## src/design/pbp_pkg.sv

```systemverilog
// shared constants, types and state codes of the perceptron branch predictor
package pbp_pkg;

    localparam int TABLE_INDEX_BITS = 10;
    localparam int HISTORY_LEN      = 59;
    localparam int WEIGHT_BITS      = 8;

    localparam int ROWS    = 1 << TABLE_INDEX_BITS;
    localparam int ROW_LEN = HISTORY_LEN + 1;
    localparam int ROW_W   = ROW_LEN * WEIGHT_BITS;

    localparam int PC_W  = 64;
    localparam int DP_W  = 14;
    localparam int THR_W = 10;
    localparam int THR_RESET = 127;

    // adder tree: groups of eight terms summed in the first stage
    localparam int GROUP   = 8;
    localparam int NGROUPS = (ROW_LEN + GROUP - 1) / GROUP;

    localparam int SUM_BASE_W = WEIGHT_BITS + $clog2(ROW_LEN + 1) + 1;
    localparam int SUM_W = (SUM_BASE_W > DP_W + 1) ? SUM_BASE_W : DP_W + 1;

    localparam int DP_MAX = (1 << (DP_W - 1)) - 1;
    localparam int DP_MIN = -(1 << (DP_W - 1));

    typedef logic [PC_W-1:0]               pc_t;
    typedef logic [TABLE_INDEX_BITS-1:0]   index_t;
    typedef logic [HISTORY_LEN-1:0]        hist_t;
    typedef logic [ROW_W-1:0]              row_t;
    typedef logic signed [WEIGHT_BITS-1:0] weight_t;
    typedef logic signed [SUM_W-1:0]       sum_t;
    typedef logic signed [DP_W-1:0]        dp_t;
    typedef logic [THR_W-1:0]              thr_t;

    typedef struct packed {
        logic load_partial;
        logic load_total;
    } sum_ctrl_t;

    typedef enum logic [4:0] {
        S_CLEAR = 5'b00001,
        S_IDLE  = 5'b00010,
        S_READ  = 5'b00100,
        S_ACC   = 5'b01000,
        S_UPD   = 5'b10000
    } state_t;

endpackage

```

## src/design/pbp_sum.sv

```systemverilog
// two-stage registered adder tree for the perceptron output
module pbp_sum (
    input  logic              clk,
    input  pbp_pkg::sum_ctrl_t ctrl,
    input  pbp_pkg::row_t     row,
    input  pbp_pkg::hist_t    hist,
    output pbp_pkg::sum_t     sum
);
    import pbp_pkg::*;

    sum_t part_next [NGROUPS];
    sum_t part_reg  [NGROUPS];
    sum_t total_next;
    sum_t total_reg;

    // each group adds up to eight weights, signed by their history bit
    always_comb
    begin
        sum_t acc;
        sum_t term;
        logic pos;
        term = '0;
        pos  = 1'b0;
        for (int g = 0; g < NGROUPS; g++)
        begin
            acc = '0;
            for (int k = 0; k < GROUP; k++)
            begin
                if (g * GROUP + k < ROW_LEN)
                begin
                    term = sum_t'($signed(row[(g * GROUP + k) * WEIGHT_BITS +: WEIGHT_BITS]));
                    if (g * GROUP + k == 0)
                    begin
                        pos = 1'b1;
                    end
                    else
                    begin
                        pos = hist[g * GROUP + k - 1];
                    end
                    acc = pos ? acc + term : acc - term;
                end
            end
            part_next[g] = acc;
        end
    end

    always_comb
    begin
        total_next = '0;
        for (int g = 0; g < NGROUPS; g++)
        begin
            total_next = total_next + part_reg[g];
        end
    end

    always_ff @(posedge clk)
    begin
        if (ctrl.load_partial)
        begin
            part_reg <= part_next;
        end
        if (ctrl.load_total)
        begin
            total_reg <= total_next;
        end
    end

    assign sum = total_reg;
endmodule

```

## config.mk

```make
export PLATFORM = sky130hd
export DESIGN_NAME = pbp_sum
export DESIGN_NICKNAME = d
export VERILOG_FILES = /design/src/design/pbp_pkg.sv /design/src/design/pbp_sum.sv
export SDC_FILE = /design/constraint.sdc
export NUM_CORES = 2
export LEC_CHECK = 0
export ABC_AREA = 1
export BUFFER_PORTS_ARGS = -buffer_cell sky130_fd_sc_hd__buf_4
export CAP_MARGIN = 20
export CORE_AREA = 3 3 410 412
export CTS_BUF_LIST = sky130_fd_sc_hd__clkbuf_16
export DETAILED_ROUTE_END_ITERATION = 7
export DIE_AREA = 0 0 413 415
export SYNTH_ARGS = -nofsm -noshare
export SYNTH_HDL_FRONTEND = slang
export SYNTH_SLANG_ARGS = --single-unit
```

## constraint.sdc

```tcl
create_clock -name clk -period 7.22 [get_ports clk]
set_input_delay 0.361 -clock clk [delete_from_list [all_inputs] [get_ports clk]]
set_output_delay 0.361 -clock clk [all_outputs]
set_load 0.01 [all_outputs]
```

==> results.txt <==
At the worst endpoint, the required time is 7.41 ns. The iteration-0 DRC count of the detailed router is 2018. The element type at the critical path start is a primary input. The overall die width came out at 413 um. The layout-stage area growth over the synthesis result came out at 48.5%.

The maximum number of pins on one net before global-route repair came out at 73. In the synthesized netlist the async set-or-reset flop fraction comes to 0. The maximum cell stage delay along the critical path is 0.35 ns. The count of state elements after synthesis came out at 135. The clock passes through at most 2 buffers. The count of standard-cell rows is 149.

For the pin with the worst max-slew slack, the measured transition is 1.03 ns. The biggest fanout along the worst timing path is 4. The initial antenna violation count is 38. The global router's overall resource usage is 0.175. The post-detailed-route count of antenna-violating nets is 0.

The Yosys warning count is 0. The critical path in this run is classified as primary input to flip-flop. The final estimated routing congestion in global placement is 0.904. The root cell of the clock tree is clkbuf_16.

In the final routed layout, each cell accounts on average for 14.0 um. The global-route wire length before repair is 252000 um. The mean number of vias per cell is 4.65. The clock-pin slew on the worst setup and hold paths came out at 0.06 ns. The area of the die is 171000 sq um.

The ratio of final minimum period to clock period is 1.04. The source-to-sink clock delay at the later pin of the worst-skew pair came out at 0.44 ns. Synthesis handed over a netlist of 7423 instances.

The initial utilization of the core area, before any placement, comes to 0.299. The checks that failed: negative setup slack. The mean post-synth cell area came out at 6.65 sq um.

The worst hold path class is primary input to flip-flop. The worst-case clock skew came out at 0.0126 ns. The sequential-to-total area share from yosys stat is 0.0822. The fraction of layout cells with a size suffix above 1 came out at 0.322. 557 I/O pins were placed. The overall overflow remaining after global route is 0. Data arrives at the worst endpoint at 7.72 ns. The count of TritonRoute iterations in the first routing pass is 5. The count of buffer and inverter cells on the critical path came out at 13. The predominant post-synthesis flop cell is edfxtp_1. The register with the most flip-flops in the layout has 120 of them. The slowest stage of the critical path belongs to the cell ha_1.

The count of fill cells added during filler insertion is 16500. The number of global-route vias before repair came out at 52900. Timing would allow up to 133 MHz. Across all register-to-register paths, the minimum setup slack is 2.29 ns. The synthesized netlist net count is 8902. STA classifies the critical path endpoint as a flip-flop. TritonCTS built the clock tree.

The max-cap violation count is 0. The H-tree was split into 4 levels. The clock drives 135 sinks. The count of distinct cell types in the synthesized netlist is 61.

The detailed router placed 54000 vias in this run. Summed over all failing endpoints, the final setup total negative slack is -0.742 ns. The floorplan step set the die height to 415 um. The number of buffers created by CTS came out at 17. Setup violations remaining at the end of the flow were counted as 6. The shortest clock period the worst path allows after layout is 7.53 ns.

The final hold violation count is 0. The number of pins with negative max-slew slack in the final report is 0. Counting stages on the worst path, the most repeated cell is xor2_1.

The estimated wirelength of the detail-placed design came out at 138000 um. The final layout contains 10900 nets. In the routed design, unresolved DRC markers number 0. The mapped cell area came out at 49300 sq um. The multi-input combinational cells in the finished layout cover a total of 45700 sq um.

The sequential cell area is 4050 sq um. Setup repair after global routing could not meet its margin everywhere. The final layout contains routed wiring with a total length of 162000 um. The flow ran to the end, but the final reports show violations. The number of synthesized flops with an enable pin came out at 135. Among cell families on the critical path, the largest total delay comes from adder cells.

The tightest slew margin relative to the limit came out at 0.314. Input and output buffers added on the ports amount to 556. The worst path setup slack after routing came out at -0.307 ns. The core footprint is 165000 sq um.
-- path summary, 6_finish.rpt --
path / to / start / depth (start not counted)
max: part_reg[59] / row[265] / 51
min: part_reg[0] / row[472] / 2
max reg2reg: sum[14] / part_reg[47] / 20
min reg2reg: sum[0] / part_reg[90] / 2
-- metrics by stage --
step / cells / cell area (sq um) / utilization / hold slack, ns / setup WS, ns
3_3_place_gp: 11400 / 65900 / 0.400 / 0.726 / -1.10
2_1_floorplan: 7423 / 49800 / - / 0.473 / -0.181
3_5_place_dp: 11400 / 65900 / 0.400 / 0.703 / -1.17
6_report: 11600 / 73300 / 0.445 / 0.278 / -0.307
4_1_cts: 11500 / 68800 / 0.417 / 0.251 / -0.263
5_1_grt: 11600 / 73300 / 0.444 / 0.269 / -0.836
-- kinds of logic after synthesis --
| logic type | share of synthesized area |
|---|---|
| flops | 0.0822 |
| simple gates | 0.218 |
| compound gates | 0.163 |
| buf+inv | 0.104 |
| xor+xnor | 0.175 |
| fa+ha+maj | 0.258 |
-- cells in the mapped netlist (7+ instances only) --
master / n / share of area
nand2_2: 7 / 0.00089
nand2_4: 11 / 0.0025
nand3_1: 293 / 0.030
o21bai_1: 85 / 0.013
nand4_1: 36 / 0.0046
o2111ai_1: 7 / 0.0012
a211oi_1: 10 / 0.0015
a21o_1: 33 / 0.0050
xnor2_1: 244 / 0.043
nor4_1: 30 / 0.0038
o21ai_1: 30 / 0.0030
inv_1: 1337 / 0.10
inv_2: 14 / 0.0011
nand2_1: 1327 / 0.10
nor3_1: 150 / 0.015
nand3b_1: 21 / 0.0032
or2_2: 13 / 0.0016
nor3_2: 7 / 0.0014
a22oi_1: 10 / 0.0015
nor2_1: 639 / 0.049
a21oi_1: 797 / 0.081
edfxtp_1: 135 / 0.082
xor2_2: 8 / 0.0026
o21ai_0: 277 / 0.028
clkbuf_1: 8 / 0.00061
fa_1: 133 / 0.054
xor2_1: 726 / 0.13
ha_1: 804 / 0.20
o211ai_1: 36 / 0.0055
o21a_1: 20 / 0.0030
o31ai_1: 36 / 0.0055
o22ai_1: 8 / 0.0010
a31oi_1: 64 / 0.0081
-- cells in the final DEF (no fill, tap or decap), drive strengths merged, types with 30 or more instances in the layout --
cell type / n
a21o: 33
a21oi: 799
a31oi: 65
buf: 1950
edfxtp: 135
fa: 133
ha: 804
inv: 1359
nand2: 1345
nand3: 299
nand4: 36
nor2: 647
nor3: 157
nor4: 30
o211ai: 36
o21ai: 307
o21bai: 87
o31ai: 36
xnor2: 244
xor2: 734
-- cell type report --
type | count | share of cell area
Sequential cell | 135 | 0.0553
Clock inverter | 15 | 0.00193
Antenna cell | 26 | 0.000888
Timing Repair Buffer | 1951 | 0.204
Multi-Input combinational cell | 5921 | 0.624
Inverter | 1355 | 0.0706
Clock buffer | 17 | 0.00581
Tap cell | 2189 | 0.0374
-- per-layer routing --
| layer | wire [um] | share of wire | global-route usage | vias up |
|---|---|---|---|---|
| met2 | 83200 | 0.51 | 0.325 | 609 |
| met5 | 111 | 0.00068 | 0 | - |
| li1 | - | - | - | 28200 |
| met4 | 3670 | 0.023 | 0.0406 | 16 |
| met3 | 4680 | 0.029 | 0.0185 | 159 |
| met1 | 70600 | 0.44 | 0.215 | 25000 |
-- timing repair --
action,4_1_cts,5_1_grt
buffers inserted,91,98
setup endpoints to repair,26,45
hold buffers,0,0
gates resized for setup,361,820
cloned,0,0
pin swaps,325,680
Power is not shown: default switching activity piles up to over one toggle a cycle in this logic, so the estimate is an artifact.
