$ cat config.mk
export PLATFORM = sky130hd
export DESIGN_NAME = pbp_train
export DESIGN_NICKNAME = d
export VERILOG_FILES = /design/src/design/pbp_pkg.sv /design/src/design/pbp_train.sv
export SDC_FILE = /design/constraint.sdc
export NUM_CORES = 1
export LEC_CHECK = 0
export BUFFER_PORTS_ARGS = -buffer_cell sky130_fd_sc_hd__clkbuf_2
export CORE_AREA = 2 2 398 400
export DETAILED_ROUTE_END_ITERATION = 8
export DIE_AREA = 0 0 400 402
export PLACE_DENSITY_LB_ADDON = 0.15
export SLEW_MARGIN = 25
export SYNTH_ARGS = -nofsm -noshare
export SYNTH_HDL_FRONTEND = slang
export SYNTH_SLANG_ARGS = --single-unit
$ cat constraint.sdc
create_clock -name vclk -period 1.65
set_input_delay 0 -clock vclk [all_inputs]
set_output_delay 0 -clock vclk [all_outputs]
set_load 0.01 [all_outputs]
$ cat src/design/pbp_pkg.sv
// shared constants, types and state codes of the perceptron branch predictor
package pbp_pkg;

    localparam int TABLE_INDEX_BITS = 10;
    localparam int HISTORY_LEN      = 59;
    localparam int WEIGHT_BITS      = 8;

    localparam int ROWS    = 1 << TABLE_INDEX_BITS;
    localparam int ROW_LEN = HISTORY_LEN + 1;
    localparam int ROW_W   = ROW_LEN * WEIGHT_BITS;

    localparam int PC_W  = 64;
    localparam int DP_W  = 14;
    localparam int THR_W = 10;
    localparam int THR_RESET = 127;

    // adder tree: groups of eight terms summed in the first stage
    localparam int GROUP   = 8;
    localparam int NGROUPS = (ROW_LEN + GROUP - 1) / GROUP;

    localparam int SUM_BASE_W = WEIGHT_BITS + $clog2(ROW_LEN + 1) + 1;
    localparam int SUM_W = (SUM_BASE_W > DP_W + 1) ? SUM_BASE_W : DP_W + 1;

    localparam int DP_MAX = (1 << (DP_W - 1)) - 1;
    localparam int DP_MIN = -(1 << (DP_W - 1));

    typedef logic [PC_W-1:0]               pc_t;
    typedef logic [TABLE_INDEX_BITS-1:0]   index_t;
    typedef logic [HISTORY_LEN-1:0]        hist_t;
    typedef logic [ROW_W-1:0]              row_t;
    typedef logic signed [WEIGHT_BITS-1:0] weight_t;
    typedef logic signed [SUM_W-1:0]       sum_t;
    typedef logic signed [DP_W-1:0]        dp_t;
    typedef logic [THR_W-1:0]              thr_t;

    typedef struct packed {
        logic load_partial;
        logic load_total;
    } sum_ctrl_t;

    typedef enum logic [4:0] {
        S_CLEAR = 5'b00001,
        S_IDLE  = 5'b00010,
        S_READ  = 5'b00100,
        S_ACC   = 5'b01000,
        S_UPD   = 5'b10000
    } state_t;

endpackage

$ cat src/design/pbp_train.sv
// saturating training update of one weight row
module pbp_train (
    input  pbp_pkg::row_t  row,
    input  pbp_pkg::hist_t hist,
    input  logic           taken,
    output pbp_pkg::row_t  new_row
);
    import pbp_pkg::*;

    localparam weight_t W_MAX = {1'b0, {(WEIGHT_BITS - 1){1'b1}}};
    localparam weight_t W_MIN = {1'b1, {(WEIGHT_BITS - 1){1'b0}}};

    always_comb
    begin
        weight_t w;
        logic    pos;
        logic    up;
        for (int i = 0; i < ROW_LEN; i++)
        begin
            w = weight_t'(row[i * WEIGHT_BITS +: WEIGHT_BITS]);
            if (i == 0)
            begin
                pos = 1'b1;
            end
            else
            begin
                pos = hist[i - 1];
            end
            // outcome times input is +1 when they agree
            up = (taken == pos);
            if (up)
            begin
                new_row[i * WEIGHT_BITS +: WEIGHT_BITS] = (w == W_MAX) ? w : w + weight_t'(1);
            end
            else
            begin
                new_row[i * WEIGHT_BITS +: WEIGHT_BITS] = (w == W_MIN) ? w : w - weight_t'(1);
            end
        end
    end
endmodule

==> out/qor.csv <==
stage,metric,value,unit
outcome,violations_in_the_final_reports,setup timing,
synthesis,biggest_area_consumer_among_synthesized_cells,sky130_fd_sc_hd__ha_1,
placement,placed_cell_area,36700,um^2
die,initial_core_util,0.1550,
worst_setup_path,startpoint,taken,
die,die_y,402,um
cells_and_area,postLayoutCellArea,38990,um^2
placement,place.gp.congestion,0.9074,
synthesis,total_standard_cell_area_after_synthesis,24350,um^2
sta,layout_min_cycle_time,1.690,ns
global_route,global_route.overflow_total,0,
worst_setup_path,critPathLaunchType,primary input,
sta,setup-violations-final,4,
worst_hold_path,min_path_cells,3,
synthesis,post_synth_fa_ha_maj_area_fraction,0.09251,
synthesis,synth_cell_type_count,85,
placement,hpwlAfterDp,125.9,mm
sta,hold_viol_final,0,
synthesis,synth.mux.area_fraction,0.03582,
die,dieWidth,400,um
worst_hold_path,timing.hold.worst.class,primary input to output port,
worst_setup_path,critical_path_class,primary input to output port,
synthesis,synth_compound_gate_area_share,0.3391,
cells_and_area,layout-drive-gt1-share,0.3871,
sta,setup-tns-final,-0.08826,ns
synthesis,post_synth_and_or_nand_nor_area_fraction,0.3615,
worst_setup_path,critical_path.max_fanout,8,
routing,wl,145.1,mm
placement,post-place-ws,-0.2512,ns
routing,drt_first_pass_iters,6,
power_and_ir_drop,pwr-share-seq,0,
die,fp-row-count,146,
sta,fmaxAchievable,591.8,MHz
sta,final_min_period_over_clock_period,1.024,
cells_and_area,sequential_cell_total,0,
synthesis,synth_top_area_share,0.09251,
routing,drt_iter0_markers,2407,
job,cap_viol_max_count,0,
worst_setup_path,worst_ep_arrival_time,1.69,ns
cells_and_area,ff_latch_area,0,um^2
cts,holdBufCountCts,0,
sta,setup_slack,-0.03968,ns
die,ios,1020,
routing,dr_total_vias,36638,
global_route,busiest_layer,met2,
sta,report.final.slew_viol_count,0,
sta,slew_margin_rel,0.5619,
worst_hold_path,hold_start,row[46],
power_and_ir_drop,internal_cell_power,5.558,mW
power_and_ir_drop,static_leak,17.70,nW
global_route,grt_pass1_vias,34319,
sta,rsz0062_at_grt,yes,
power_and_ir_drop,largest_vdd_supply_drop,0.0001556,V
global_route,grt_antenna_before_repair,47,
placement,placed_cells,7521,
synthesis,synth_warnings,0,
cells_and_area,layout.core_utilization,0.2482,
power_and_ir_drop,switchingPower,7.452,mW
power_and_ir_drop,power.share.switching,0.5728,
power_and_ir_drop,clock_power_share,0,
cells_and_area,layout.nets,6194,
routing,avgRoutedWirePerCell,19.18,um
cells_and_area,layoutNonFillerInstCount,7565,
placement,numPortBuffers,1020,
outcome,status,"finished, violations left",
global_route,grtUsageMet1,0.2026,
cells_and_area,clockBufferCount,0,
global_route,gr-usage-all-layers,0.1649,
worst_setup_path,cp_data_required_time,1.65,ns
synthesis,avgSynthCellArea,6.208,um^2
synthesis,synth_sequential_area_ratio,0,
global_route,globalRouteMet3Util,0.03397,
worst_setup_path,end_kind,output port,
synthesis,dominant_combinational_cell_family_by_area_after_synthesis,simple AND/OR/NAND/NOR gates,
global_route,grt_max_degree,20,
global_route,met2_usage,0.2938,
cells_and_area,area_growth,60.17,%
routing,drt-vias-per-instance,4.843,
die,fp.dieArea,160800,um^2
routing,antenna_violating_nets_post_route,0,
routing,drc,0,
power_and_ir_drop,comb_power_share,1.000,
synthesis,synth-xor-area-share,0.1040,
synthesis,postSynthCellCount,3922,
power_and_ir_drop,power.density_cell_area,333.6,nW/um^2
sta,timing_worst_slew_pin_value,0.6521,ns
global_route,global_route_wire_length_before_repair,211.3,mm
synthesis,synthesis.nets,4642,
synthesis,post_synth_main_area_contributors,"sky130_fd_sc_hd__ha_1, sky130_fd_sc_hd__nand2_1, sky130_fd_sc_hd__a21oi_1",
die,floorplan.core_area,157100,um^2
-- power groups by stage --
stage          sequential [mW]  clock (mW)  combinational, mW
3_3_place_gp                 0           0               12.3
6_report                     0  0.00000173               13.0
3_5_place_dp                 0           0               12.3
4_1_cts                      0           0               12.5
2_1_floorplan                0           0               5.89
5_1_grt                      0  0.00000147               14.2
-- layout make-up --
type	instances	area (um^2)
Antenna cell	21	52.55
Inverter	178	670.6
Tap cell	2072	2592
Timing Repair Buffer	1773	11220
Fill cell	18037	118100
Multi-Input combinational cell	3521	24460
-- path summary, 6_finish.rpt --
path / endpoint
worst max-delay path: new_row[181]
worst min-delay path: new_row[46]
-- critical path: stages --
cell	delay [ns]
sky130_fd_sc_hd__buf_16	0.15
sky130_fd_sc_hd__buf_16	0.17
sky130_fd_sc_hd__buf_12	0.16
sky130_fd_sc_hd__buf_12	0.14
sky130_fd_sc_hd__xnor2_4	0.13
sky130_fd_sc_hd__a41oi_2	0.24
sky130_fd_sc_hd__buf_6	0.17
sky130_fd_sc_hd__nor2b_4	0.13
sky130_fd_sc_hd__a21oi_1	0.04
sky130_fd_sc_hd__a21oi_1	0.16
sky130_fd_sc_hd__buf_2	0.16
-- what timing repair did --
action                                 in CTS  in global routing
cloned                                      3                  3
setup endpoints to repair                 133                224
resized for setup                          76                410
setup buffers                               2                 17
endpoints found under the hold margin       0                  0
pin swaps                                   6                 64
-- layer usage --
| layer | vias up | wire (um) |
|---|---|---|
| met2 | 1090 | 70630 |
| met5 | - | 198 |
| li1 | 17929 | - |
| met1 | 17440 | 60270 |
| met4 | 30 | 3595 |
| met3 | 149 | 10420 |
-- through the flow --
| step | hold WS, ns | total power, mW |
|---|---|---|
| global route | 0.3435 | 14.16 |
| CTS | 0.3355 | 12.48 |
| floorplan | 0.05446 | 5.885 |
| finish | 0.3365 | 13.01 |
| global placement | 0.3394 | 12.34 |
| detailed placement | 0.3345 | 12.26 |
-- cells in the final DEF, fill, tap and decap left out, types with 23 or more instances in the layout --
cell type	instances
sky130_fd_sc_hd__o211ai_1	40
sky130_fd_sc_hd__xnor2_1	130
sky130_fd_sc_hd__a21oi_1	276
sky130_fd_sc_hd__o22ai_1	71
sky130_fd_sc_hd__nor4_1	75
sky130_fd_sc_hd__a21oi_2	24
sky130_fd_sc_hd__buf_4	731
sky130_fd_sc_hd__nor2_1	318
sky130_fd_sc_hd__nand2b_1	53
sky130_fd_sc_hd__or3_1	51
sky130_fd_sc_hd__a21o_1	29
sky130_fd_sc_hd__ha_1	169
sky130_fd_sc_hd__o21ai_0	216
sky130_fd_sc_hd__a211oi_1	29
sky130_fd_sc_hd__nor3_1	143
sky130_fd_sc_hd__nand2_1	421
sky130_fd_sc_hd__xnor2_2	30
sky130_fd_sc_hd__buf_2	55
sky130_fd_sc_hd__mux2i_1	75
sky130_fd_sc_hd__a22o_1	32
sky130_fd_sc_hd__a31oi_1	90
sky130_fd_sc_hd__clkbuf_2	936
sky130_fd_sc_hd__and3_1	133
sky130_fd_sc_hd__a221oi_1	69
sky130_fd_sc_hd__buf_6	28
sky130_fd_sc_hd__and2_1	23
sky130_fd_sc_hd__a31o_2	41
sky130_fd_sc_hd__xor2_1	64
sky130_fd_sc_hd__nand4_1	68
sky130_fd_sc_hd__nor2b_1	88
sky130_fd_sc_hd__inv_1	174
sky130_fd_sc_hd__nand3_1	201
-- cells in the mapped netlist (11+ instances only) --
cell                       instances
sky130_fd_sc_hd__nand2_1         428
sky130_fd_sc_hd__nor2_1          337
sky130_fd_sc_hd__a21oi_1         299
sky130_fd_sc_hd__o21ai_0         236
sky130_fd_sc_hd__nand3_1         206
sky130_fd_sc_hd__ha_1            180
sky130_fd_sc_hd__clkbuf_1        178
sky130_fd_sc_hd__inv_1           178
sky130_fd_sc_hd__xnor2_1         167
sky130_fd_sc_hd__nor3_1          151
sky130_fd_sc_hd__and3_1          135
sky130_fd_sc_hd__a31oi_1         112
sky130_fd_sc_hd__nor2b_1          96
sky130_fd_sc_hd__nor4_1           91
sky130_fd_sc_hd__a221oi_1         81
sky130_fd_sc_hd__xor2_1           79
sky130_fd_sc_hd__o22ai_1          78
sky130_fd_sc_hd__mux2i_1          77
sky130_fd_sc_hd__nand4_1          68
sky130_fd_sc_hd__or3_1            56
sky130_fd_sc_hd__nand2b_1         54
sky130_fd_sc_hd__a31o_2           42
sky130_fd_sc_hd__o211ai_1         40
sky130_fd_sc_hd__a211oi_1         34
sky130_fd_sc_hd__a22o_1           32
sky130_fd_sc_hd__a21o_1           29
sky130_fd_sc_hd__a22oi_1          27
sky130_fd_sc_hd__and2_1           25
sky130_fd_sc_hd__o31ai_1          21
sky130_fd_sc_hd__a41oi_1          19
sky130_fd_sc_hd__and4_1           19
sky130_fd_sc_hd__buf_2            19
sky130_fd_sc_hd__a32oi_1          18
sky130_fd_sc_hd__a311oi_1         17
sky130_fd_sc_hd__a41o_1           16
sky130_fd_sc_hd__o21a_1           16
sky130_fd_sc_hd__or4_1            15
sky130_fd_sc_hd__o32ai_1          14
sky130_fd_sc_hd__a311o_1          13
sky130_fd_sc_hd__nand3b_1         13
sky130_fd_sc_hd__nand4b_1         13
sky130_fd_sc_hd__a32o_1           12
sky130_fd_sc_hd__buf_1            12
sky130_fd_sc_hd__nor4b_1          12
sky130_fd_sc_hd__a221o_1          11
-- cells by family after synthesis --
family	Yosys count
buf+inv	401
mux	86
xor+xnor	265
simple gates	1750
fa+ha+maj	180
compound gates	1240
No activity file was read; power rests on OpenSTA's default activity.
