## src/design/pbp_ram.sv

```systemverilog
// generic single-port-write, registered-read ram
module pbp_ram #(
    parameter int WIDTH = 8,
    parameter int DEPTH = 16
) (
    input  logic                     clk,
    input  logic                     we,
    input  logic [$clog2(DEPTH)-1:0] waddr,
    input  logic [WIDTH-1:0]         wdata,
    input  logic                     re,
    input  logic [$clog2(DEPTH)-1:0] raddr,
    output logic [WIDTH-1:0]         rdata
);
    logic [WIDTH-1:0] mem [DEPTH];

    always_ff @(posedge clk)
    begin
        if (we)
        begin
            mem[waddr] <= wdata;
        end
        if (re)
        begin
            rdata <= mem[raddr];
        end
    end
endmodule

```

## config.mk

```make
export PLATFORM = sky130hd
export DESIGN_NAME = pbp_ram
export DESIGN_NICKNAME = d
export VERILOG_FILES = /design/src/design/pbp_ram.sv
export SDC_FILE = /design/constraint.sdc
export NUM_CORES = 1
export LEC_CHECK = 0
export BUFFER_PORTS_ARGS = -buffer_cell sky130_fd_sc_hd__buf_4
export CORE_ASPECT_RATIO = 1.2
export CORE_MARGIN = 2
export CORE_UTILIZATION = 40
export CTS_CLUSTER_DIAMETER = 30
export DETAILED_ROUTE_END_ITERATION = 8
export GPL_TIMING_DRIVEN = 0
export PLACE_DENSITY = 0.63
export SETUP_SLACK_MARGIN = 0.5
export SYNTH_ARGS = -nofsm -noshare
export SYNTH_HDL_FRONTEND = slang
export SYNTH_SLANG_ARGS = --single-unit
```

## constraint.sdc

```tcl
create_clock -name clk -period 2.1 [get_ports clk]
set_input_delay 0.315 -clock clk [delete_from_list [all_inputs] [get_ports clk]]
set_output_delay 0.315 -clock clk [all_outputs]
set_load 0.01 [all_outputs]
```

==> results of run 1 <==
[metrics by stage]
step           cells  utilization, %  power, W  area (µm²)  worst slack [ps]
3_5_place_dp     418            44.2   0.00344        5630              11.4
6_report         445            48.1   0.00580        6120               494
5_1_grt          445            48.1   0.00599        6120               496
2_1_floorplan    229               -   0.00329        5230               503
3_3_place_gp     418            44.2   0.00343        5630             -71.5
4_1_cts          445            47.9   0.00584        6100               507
[layout by cell type (no fill, tap or decap)]
cell	count
clkinv_1	4
clkdlybuf4s25_2	3
mux4_2	18
nand3b_1	2
or3b_2	1
nand2_1	9
mux4_1	14
and2_1	1
buf_6	3
nand2b_1	2
nor2_1	13
nor3_2	4
clkbuf_1	1
a22oi_2	3
clkbuf_16	17
buf_2	3
buf_4	26
nor2b_1	1
a22oi_1	13
and2b_1	1
edfxtp_1	136
nand3_1	1
clkinv_2	5
[logic make-up after synthesis]
group	count (synthesis)	share of synthesized area [%]
AND/OR/NAND/NOR	35	3.14
flip-flops	136	78.1
buffers and inverters	10	1.65
multiplexers	32	14.8
AO/OA/AOI/OAI	16	2.30
[per-layer routing]
metal  routed length, µm  vias to the layer above
met5                   0                        -
met4                 177                        0
met3                 502                       10
met2                5050                       73
met1                4220                     1244
li1                    -                     1062
[registers in the layout (all words and copies together) (netlist names)]
| register | count |
|---|---|
| mem | 128 |
| rdata | 8 |
[area by class of cell]
class	instances	area (µm²)	share of cell area (%)
Tap cell	164	205	3.35
Sequential cell	136	4080	66.7
Buffer	10	86.3	1.41
Timing Repair Buffer	25	188	3.06
Clock buffer	18	429	7.01
Clock inverter	9	40.0	0.654
Multi-Input combinational cell	83	1090	17.8
[path summary, 6_finish.rpt]
kind | endpoint | startpoint | cells after the start
worst min register to register | rdata[2] | mem[12][2] | 3
worst max-delay path | rdata[3] | mem[1][3] | 3
worst min-delay path | rdata[0] | re | 1
worst max register to register | rdata[3] | mem[1][3] | 3
[power breakdown]
group	internal (W)	switching (W)	leakage (nW)	total, W
registers	0.00306	0.0000139	1.24	0.00308
logic	0.000136	0.000176	0.545	0.000312
clock network	0.00144	0.000972	0.236	0.00241
total	0.00464	0.00116	2.02	0.00580
[what timing repair did]
action                     4_1_cts  5_1_grt
resized for setup                1        5
hold buffers                     0        0
setup endpoints to repair        8       26
pin swaps                        0        0
==> impl_metrics.env, run 1 <==
export IMPL_fin_setup_tns_ps=0
export IMPL_gp_congestion=0.848
export IMPL_grt_total_usage_pct=15.5
export IMPL_die_y_um=129
export IMPL_synth_distinct_cells=18
export IMPL_synthTopCellsByCount="136 x edfxtp_1, 18 x mux4_2, 16 x a22oi_1"
export IMPL_finalMaxSlewViolations=0
export IMPL_outcome="complete, no violations"
export IMPL_powerDensity_nw_per_um2=947
export IMPL_ys_seq_area_share_pct=78.1
export IMPL_antenna_found_initial=0
export IMPL_numCtsBuffers=17
export IMPL_crit_buf_inv=0
export IMPL_nets=292
export IMPL_use_met1_pct=20.0
export IMPL_syn_avg_cell_area_um2=22.8
export IMPL_fmax_mhz=623
export IMPL_worstSetupStartpointType="register"
export IMPL_reg2reg_slack_ps=490
export IMPL_grt_pass1_wl_um=14900
export IMPL_drt_iter0_markers=166
export IMPL_slew_headroom_pct=44.6
export IMPL_root_buffer="clkbuf_16"
export IMPL_drcViolationCount=0
export IMPL_io_pins=27
export IMPL_ys_flop_type="edfxtp_1"
export IMPL_drtAntennaViolNets=0
export IMPL_wl_per_cell_um=22.4
export IMPL_arrival_ps=1750
export IMPL_hp_class="in2reg"
export IMPL_syn_num_nets=248
export IMPL_cts_path_max_buffers=2
export IMPL_min_period_ps=1610
export IMPL_cts_setup_buffers=0
export IMPL_max_vdd_ir_drop_mv=0.521
export IMPL_cts_sinks=136
export IMPL_met2_usage_pct=25.2
export IMPL_drive_gt1_share_pct=29.5
export IMPL_nFillCells=1068
export IMPL_fin_crit_sh_pct=76.5
export IMPL_fin_skew_ps=8.35
export IMPL_viasPerCell=5.37
export IMPL_synthesis_area_um2=5230
export IMPL_tightest_slew_ps=828
export IMPL_p_leak_nw=2.02
export IMPL_grtUsageMet3_pct=3.52
export IMPL_cts_tree="yes"
export IMPL_end_kind="register"
export IMPL_synth_edff_count=136
export IMPL_yosys_area_top_type="edfxtp_1"
export IMPL_grt_busiest_layer="met2"
export IMPL_yosysWarningCount=0
export IMPL_synth_async_reset_ratio_pct=0
export IMPL_vias=2389
export IMPL_synthCells=229
export IMPL_crit_chain="mux4_1, a22oi_1, nand2_1"
export IMPL_rsz0062_at_grt="yes"
export IMPL_cp_required_ps=2240
export IMPL_num_rows=45
export IMPL_start_util_pct=41.1
export IMPL_grt_pass1_vias=2520
export IMPL_worstSetupPathType="reg2reg"
export IMPL_crit_path_max_incr_delay_ps=560
export IMPL_worstPathMaxFanout=1
export IMPL_setup_violations=0
export IMPL_holdWs_ps=201
export IMPL_die_area_um2=14000
export IMPL_drt_total_wl_um=9960
export IMPL_yosysMostFrequentCell="edfxtp_1"
export IMPL_crit_slowest_cell="mux4_1"
export IMPL_clock_latency_ps=410
export IMPL_io_buffer_count=25
export IMPL_area_delta_synth_final_pct=17.2
export IMPL_insertedDiodeCount=0
export IMPL_crit_family="multiplexers"
export IMPL_grt_max_degree=17
export IMPL_core_area_um2=12700
export IMPL_hpwl_um=6470
export IMPL_firstDrtPassIters=4
export IMPL_finalHoldViolations=0
export IMPL_die_w_um=108
export IMPL_clkTransAtPathRegs_ps=50
export IMPL_cts_htree_levels=4
export IMPL_overflow=0
export IMPL_maxCapViolations=0
export IMPL_synth_area_leaders="edfxtp_1 78%, mux4_2 7.8%, mux4_1 7.0%"
export IMPL_synth_top_area_share_pct=78.1
export IMPL_synth_seq_cells=136
No activity file was read; power rests on OpenSTA's default activity.
==> inputs of run 2 (changes only) <==
Settings changed: ABC_AREA from default to 1.
Clock period 2.1 ns to 1.66 ns, I/O delays scaled along.
==> run 2 against run 1 <==
- sequential cell count stayed put
- worst hold slack worse by 91 ps
- clock power is 68% higher
- highest routed layer unchanged
- register-to-register slack better by 60 ps
- first-iteration DRC count is 97% higher
- combinational power is 86% higher
- die area is 11% higher
- non-clock buffer count is 12 higher
==> impl_metrics.env, run 2 <==
export IMPL_outcome="complete, no violations"
export IMPL_fin_skew_ps=5.08
export IMPL_fin_crit_sh_pct=71.2
export IMPL_finalMaxSlewViolations=0
export IMPL_arrival_ps=930
export IMPL_r2r_cells=6
export IMPL_synthTopCellsByCount="173 x nand2_1, 136 x edfxtp_1, 100 x inv_1"
export IMPL_die_area_um2=15600
export IMPL_crit_buf_inv=1
export IMPL_synth_top_area_share_pct=69.8
export IMPL_cts_path_max_buffers=2
export IMPL_maxCapViolations=0
export IMPL_synth_seq_cells=136
export IMPL_cts_setup_buffers=0
export IMPL_r2r_start="mem[14][6]"
export IMPL_combPwrFrac_pct=6.8
export IMPL_drive_gt1_share_pct=20.7
export IMPL_yosysMostFrequentCell="nand2_1"
export IMPL_cts_hold_buffers=0
export IMPL_p_switching_w=0.00183
export IMPL_p_leak_nw=3.02
export IMPL_layout_setup_ws_ps=479
export IMPL_setup_violations=0
export IMPL_min_period_ps=1180
export IMPL_yosys_area_top_type="edfxtp_1"
export IMPL_reg2reg_slack_ps=550
export IMPL_numCtsBuffers=17
export IMPL_num_rows=48
export IMPL_cp_required_ps=1410
export IMPL_crit_family="flip-flops"
export IMPL_p_total_w=0.00854
export IMPL_worstPathMaxFanout=1
export IMPL_root_buffer="clkbuf_16"
export IMPL_hpwl_um=9450
export IMPL_core_area_um2=14400
export IMPL_vias=3855
export IMPL_grt_total_usage_pct=19.5
export IMPL_die_w_um=114
export IMPL_firstDrtPassIters=5
export IMPL_synth_async_reset_ratio_pct=0
export IMPL_powerDensity_nw_per_um2=1200
export IMPL_slew_headroom_pct=47.2
export IMPL_synthesis_area_um2=5850
export IMPL_crit_path_max_incr_delay_ps=390
export IMPL_reg_largest_list="mem (128), rdata (8)"
export IMPL_regMostFlops="mem"
export IMPL_die_y_um=136
export IMPL_end_kind="primary output"
export IMPL_gp_congestion=0.907
export IMPL_io_buffer_count=23
export IMPL_r2r_end="rdata[6]"
export IMPL_yosysWarningCount=0
export IMPL_synth_area_leaders="edfxtp_1 70%, nand2_1 11%, nand3_1 8.3%"
export IMPL_hold_depth=1
export IMPL_switching_share_pct=21.4
export IMPL_rsz0062_at_grt="yes"
export IMPL_nets=612
export IMPL_ys_flop_type="edfxtp_1"
export IMPL_insertedDiodeCount=0
export IMPL_fmax_mhz=846
export IMPL_cp_depth=1
export IMPL_worstSetupStartpointType="register"
export IMPL_overflow=0
export IMPL_tightest_slew_ps=789
export IMPL_ys_seq_area_share_pct=69.8
export IMPL_cts_tree="yes"
export IMPL_min_to="rdata[7]"
export IMPL_internal_power_w=0.00671
export IMPL_hp_class="in2reg"
export IMPL_synth_distinct_cells=11
export IMPL_max_vdd_ir_drop_mv=0.641
export IMPL_antenna_found_initial=0
export IMPL_wl_per_cell_um=18.7
export IMPL_cts_htree_levels=4
export IMPL_crit_slowest_cell="edfxtp_1"
export IMPL_seq_power_share_pct=45.6
export IMPL_start_util_pct=40.7
export IMPL_viasPerCell=4.94
export IMPL_synthCells=551
export IMPL_grt_max_degree=17
export IMPL_io_pins=27
export IMPL_clock_latency_ps=410
export IMPL_worstHoldStart="re"
export IMPL_crit_chain="buf_6"
export IMPL_dp_worst_setup_slack_ps=-102
export IMPL_area_delta_synth_final_pct=21.5
export IMPL_drt_total_wl_um=14600
export IMPL_drtAntennaViolNets=0
export IMPL_drt_iter0_markers=327
export IMPL_grt_pass1_vias=3730
export IMPL_clkTransAtPathRegs_ps=60
export IMPL_clkPwrFrac_pct=47.6
export IMPL_cts_sinks=136
export IMPL_final_cell_mix="168 x nand2_1, 136 x edfxtp_1, 100 x inv_1"
export IMPL_finalHoldViolations=0
export IMPL_largest_reg_flops=128
export IMPL_syn_num_nets=570
export IMPL_grt_pass1_wl_um=21700
export IMPL_worstSetupPathType="reg2out"
export IMPL_syn_avg_cell_area_um2=10.6
export IMPL_final_common_cell="nand2_1"
export IMPL_drcViolationCount=0
export IMPL_synth_edff_count=136
-- run 2: cell count changes after synthesis, moves of 3 or more --
cell / change
nand2_1: +164
inv_1: +100
nand3_1: +96
mux4_2: -18
a22oi_1: -16
mux4_1: -14
buf_2: +10
nor2_1: +4
nor3_1: -4
buf_4: +3
buf_6: +3
clkdlybuf4s25_2: -3
-- run 2: final cells by class --
class	instances	area, µm²
well taps	175	219
multi-input cells	289	1410
fillers	1315	7250
repair buffers	23	203
plain buffers	24	176
clock buffers	18	429
clock inverters	13	203
inverters	102	383
flip-flops and latches	136	4080
-- run 2: power groups by stage --
stage | clock network [W] | logic, W | registers, W
finish | 0.00406 | 0.000579 | 0.00389
global route | 0.00422 | 0.000631 | 0.00390
CTS | 0.00407 | 0.000536 | 0.00389
detailed placement | 0 | 0.000522 | 0.00396
global placement | 0 | 0.000516 | 0.00396
floorplan | 0 | 0.000272 | 0.00397
-- run 2: metal layers --
layer	vias to the layer above	part of all wire, %	global-route usage (%)
li1	1870	-	-
met1	1848	43	25.4
met2	115	49	32.6
met3	22	5.6	3.92
met4	0	1.8	6.84
met5	-	0	0
-- run 2: kinds of logic after synthesis --
group / share of synthesized area [%]
DFF: 69.8
buffers and inverters: 9.39
and+or+nand+nor: 20.8
-- run 2: worst max path at each step --
stage	start	endpoint
floorplan	waddr[2]	mem[10][0]
global placement	waddr[2]	mem[9][0]
detailed placement	waddr[3]	mem[5][1]
CTS	waddr[3]	mem[5][4]
global route	we	mem[15][1]
finish	rdata[5]	rdata[5]
-- run 2: stage by stage --
stage               util [%]  hold WS (ps)  setup TNS, ps  cells  instance area, µm²
CTS                     48.2           111              0    780                6920
floorplan                  -           348              0    551                5850
global placement        43.5           524          -1170    749                6240
global route            49.5           119              0    780                7100
detailed placement      43.5           533          -2640    749                6240
finish                  49.5           110              0    780                7100
-- run 2: timing repair --
action / CTS / global route
gates resized for setup: 12 / 46
pin swaps: 0 / 7
endpoints found under the setup margin: 83 / 88
==> inputs of run 3 (changes only) <==
Settings changed: PLACE_DENSITY 0.63 to 0.65.
Clock period 1.66 ns to 1.05 ns, I/O delays scaled along.
==> run 3 against run 2 <==
- the flow now finishes with violations (setup timing)
- critical path type is now reg2reg
- global-route usage grew 0.25 points
- sequential power grew 58%
- critical path depth grew 5
- combinational power grew 95%
- die area is the same
- non-clock buffer count grew 18
- largest power group is now registers
- worst hold slack lost 87 ps
- sequential cell count is the same
==> impl_metrics.env, run 3 (synthesized netlist as in run 2, its figures left out) <==
export IMPL_outcome="complete, but fails checks"
export IMPL_violations="setup timing"
export IMPL_crit_top_cell="nand3_2"
export IMPL_clkTransAtPathRegs_ps=60
export IMPL_internal_power_w=0.00969
export IMPL_cts_htree_levels=4
export IMPL_hp_class="in2reg"
export IMPL_die_area_um2=15600
export IMPL_insertedDiodeCount=0
export IMPL_dp_cells=749
export IMPL_start_util_pct=40.7
export IMPL_arrival_ps=1280
export IMPL_worstPathMaxFanout=1
export IMPL_regMostFlops="mem"
export IMPL_setup_violations=16
export IMPL_io_buffer_count=23
export IMPL_clkPwrFrac_pct=41.5
export IMPL_nets=630
export IMPL_die_w_um=114
export IMPL_reg_largest_list="mem (128), rdata (8)"
export IMPL_cp_required_ps=1220
export IMPL_ff_latch_area_um2=4080
export IMPL_root_buffer="clkbuf_16"
export IMPL_viasPerCell=5.03
export IMPL_drt_total_wl_um=14600
export IMPL_grt_pass1_vias=4106
export IMPL_p_switching_w=0.00277
export IMPL_crit_path_max_incr_delay_ps=360
export IMPL_vias=3999
export IMPL_grt_pass1_wl_um=22500
export IMPL_final_cell_mix="142 x nand2_1, 136 x edfxtp_1, 97 x inv_1"
export IMPL_fin_setup_tns_ps=-527
export IMPL_core_area_um2=14400
export IMPL_reg2reg_slack_ps=-60
export IMPL_instances_no_fill=795
export IMPL_crit_chain="inv_1, nand2_1, nand3_2, nand3_2, nand3_2, nand2_2"
export IMPL_area_delta_synth_final_pct=30.9
export IMPL_hpwl_um=9320
export IMPL_die_y_um=136
export IMPL_final_area_um2=7650
export IMPL_layout_setup_ws_ps=-63.1
export IMPL_combPwrFrac_pct=9.1
export IMPL_powerDensity_nw_per_um2=1630
export IMPL_dpl_cell_area_um2=6500
export IMPL_drcViolationCount=0
export IMPL_finalHoldViolations=0
export IMPL_cts_path_max_buffers=2
export IMPL_largest_reg_flops=128
export IMPL_nFillCells=1193
export IMPL_grt_max_degree=17
export IMPL_slew_headroom_pct=74.1
export IMPL_m1WireLength_um=5730
export IMPL_grt_total_usage_pct=19.8
export IMPL_wl_met3_um=856
export IMPL_switching_share_pct=22.2
export IMPL_fin_crit_sh_pct=106
export IMPL_crit_slowest_cell="edfxtp_1"
export IMPL_firstDrtPassIters=5
export IMPL_worstSetupPathType="reg2reg"
export IMPL_max_vdd_ir_drop_mv=1.08
export IMPL_clock_latency_ps=410
export IMPL_drive_gt1_share_pct=30.3
export IMPL_antenna_found_initial=0
export IMPL_wl_met2_um=7610
export IMPL_cts_tree="yes"
export IMPL_numCtsBuffers=17
export IMPL_fin_skew_ps=5.21
export IMPL_drtAntennaViolNets=0
export IMPL_io_pins=27
export IMPL_multi_input_area_um2=1710
export IMPL_end_kind="register"
export IMPL_cts_sinks=136
export IMPL_worstSetupStartpointType="register"
export IMPL_p_leak_nw=3.19
export IMPL_rsz0062_at_grt="yes"
export IMPL_top_layer="met4"
export IMPL_fmax_mhz=898
export IMPL_wl_per_cell_um=18.4
export IMPL_final_common_cell="nand2_1"
export IMPL_finalMaxSlewViolations=0
export IMPL_overflow=0
export IMPL_drt_iter0_markers=287
export IMPL_seq_power_share_pct=49.4
export IMPL_holdWs_ps=23.4
export IMPL_num_rows=48
export IMPL_p_total_w=0.0125
export IMPL_maxCapViolations=0
export IMPL_tightest_slew_ps=389
export IMPL_gp_congestion=0.900
export IMPL_min_period_ps=1110
==> run 3: per-layer routing <==
metal / up-vias / GRT usage, %
met4: 0 / 9.21
li1: 1904 / -
met3: 28 / 3.70
met5: - / 0
met2: 161 / 33.4
met1: 1906 / 24.6
==> run 3: timing repair <==
action                                  in CTS  in global routing
pin swaps                                   34                 27
hold buffers                                 0                  0
endpoints found under the setup margin     144                144
cloned                                       0                  0
setup buffers                               17                  1
resized for setup                           62                 35
==> run 3: cell type report <==
| cell class | instances | share of cell area [%] |
|---|---|---|
| buffer | 24 | 3.29 |
| clock inverter | 8 | 0.785 |
| clock buffer | 20 | 5.70 |
| inverter | 102 | 5.23 |
| sequential | 136 | 53.4 |
| tap | 175 | 2.86 |
| timing repair buffer | 41 | 6.46 |
| multi-input combinational | 289 | 22.3 |
==> run 3: final timing paths <==
kind | startpoint | to | cells after the start
setup / recovery | mem[5][1] | rdata[1] | 6
hold / removal | re | rdata[5] | 1
setup reg to reg | mem[5][1] | rdata[1] | 6
hold reg to reg | mem[12][5] | rdata[5] | 6
==> run 3: per-stage QoR <==
| step | utilization, % | setup slack, ps |
|---|---|---|
| floorplan | - | 18.9 |
| global placement | 45.3 | -464 |
| detailed placement | 45.3 | -486 |
| CTS | 52.2 | -57.4 |
| global route | 53.3 | -109 |
| finish | 53.3 | -63.1 |
==> run 3: critical path, delay by kind of cell, from the launching register on <==
kind | cells | cell delay, ps
simple gates | 5 | 440
flops | 1 | 360
buf+inv | 1 | 70
==> run 3: power by group through the flow <==
| stage | combinational (W) | clock, W | sequential [W] |
|---|---|---|---|
| global route | 0.00122 | 0.00543 | 0.00616 |
| detailed placement | 0.000917 | 0 | 0.00626 |
| CTS | 0.00107 | 0.00520 | 0.00616 |
| global placement | 0.000897 | 0 | 0.00626 |
| floorplan | 0.000516 | 0 | 0.00627 |
| finish | 0.00113 | 0.00517 | 0.00616 |
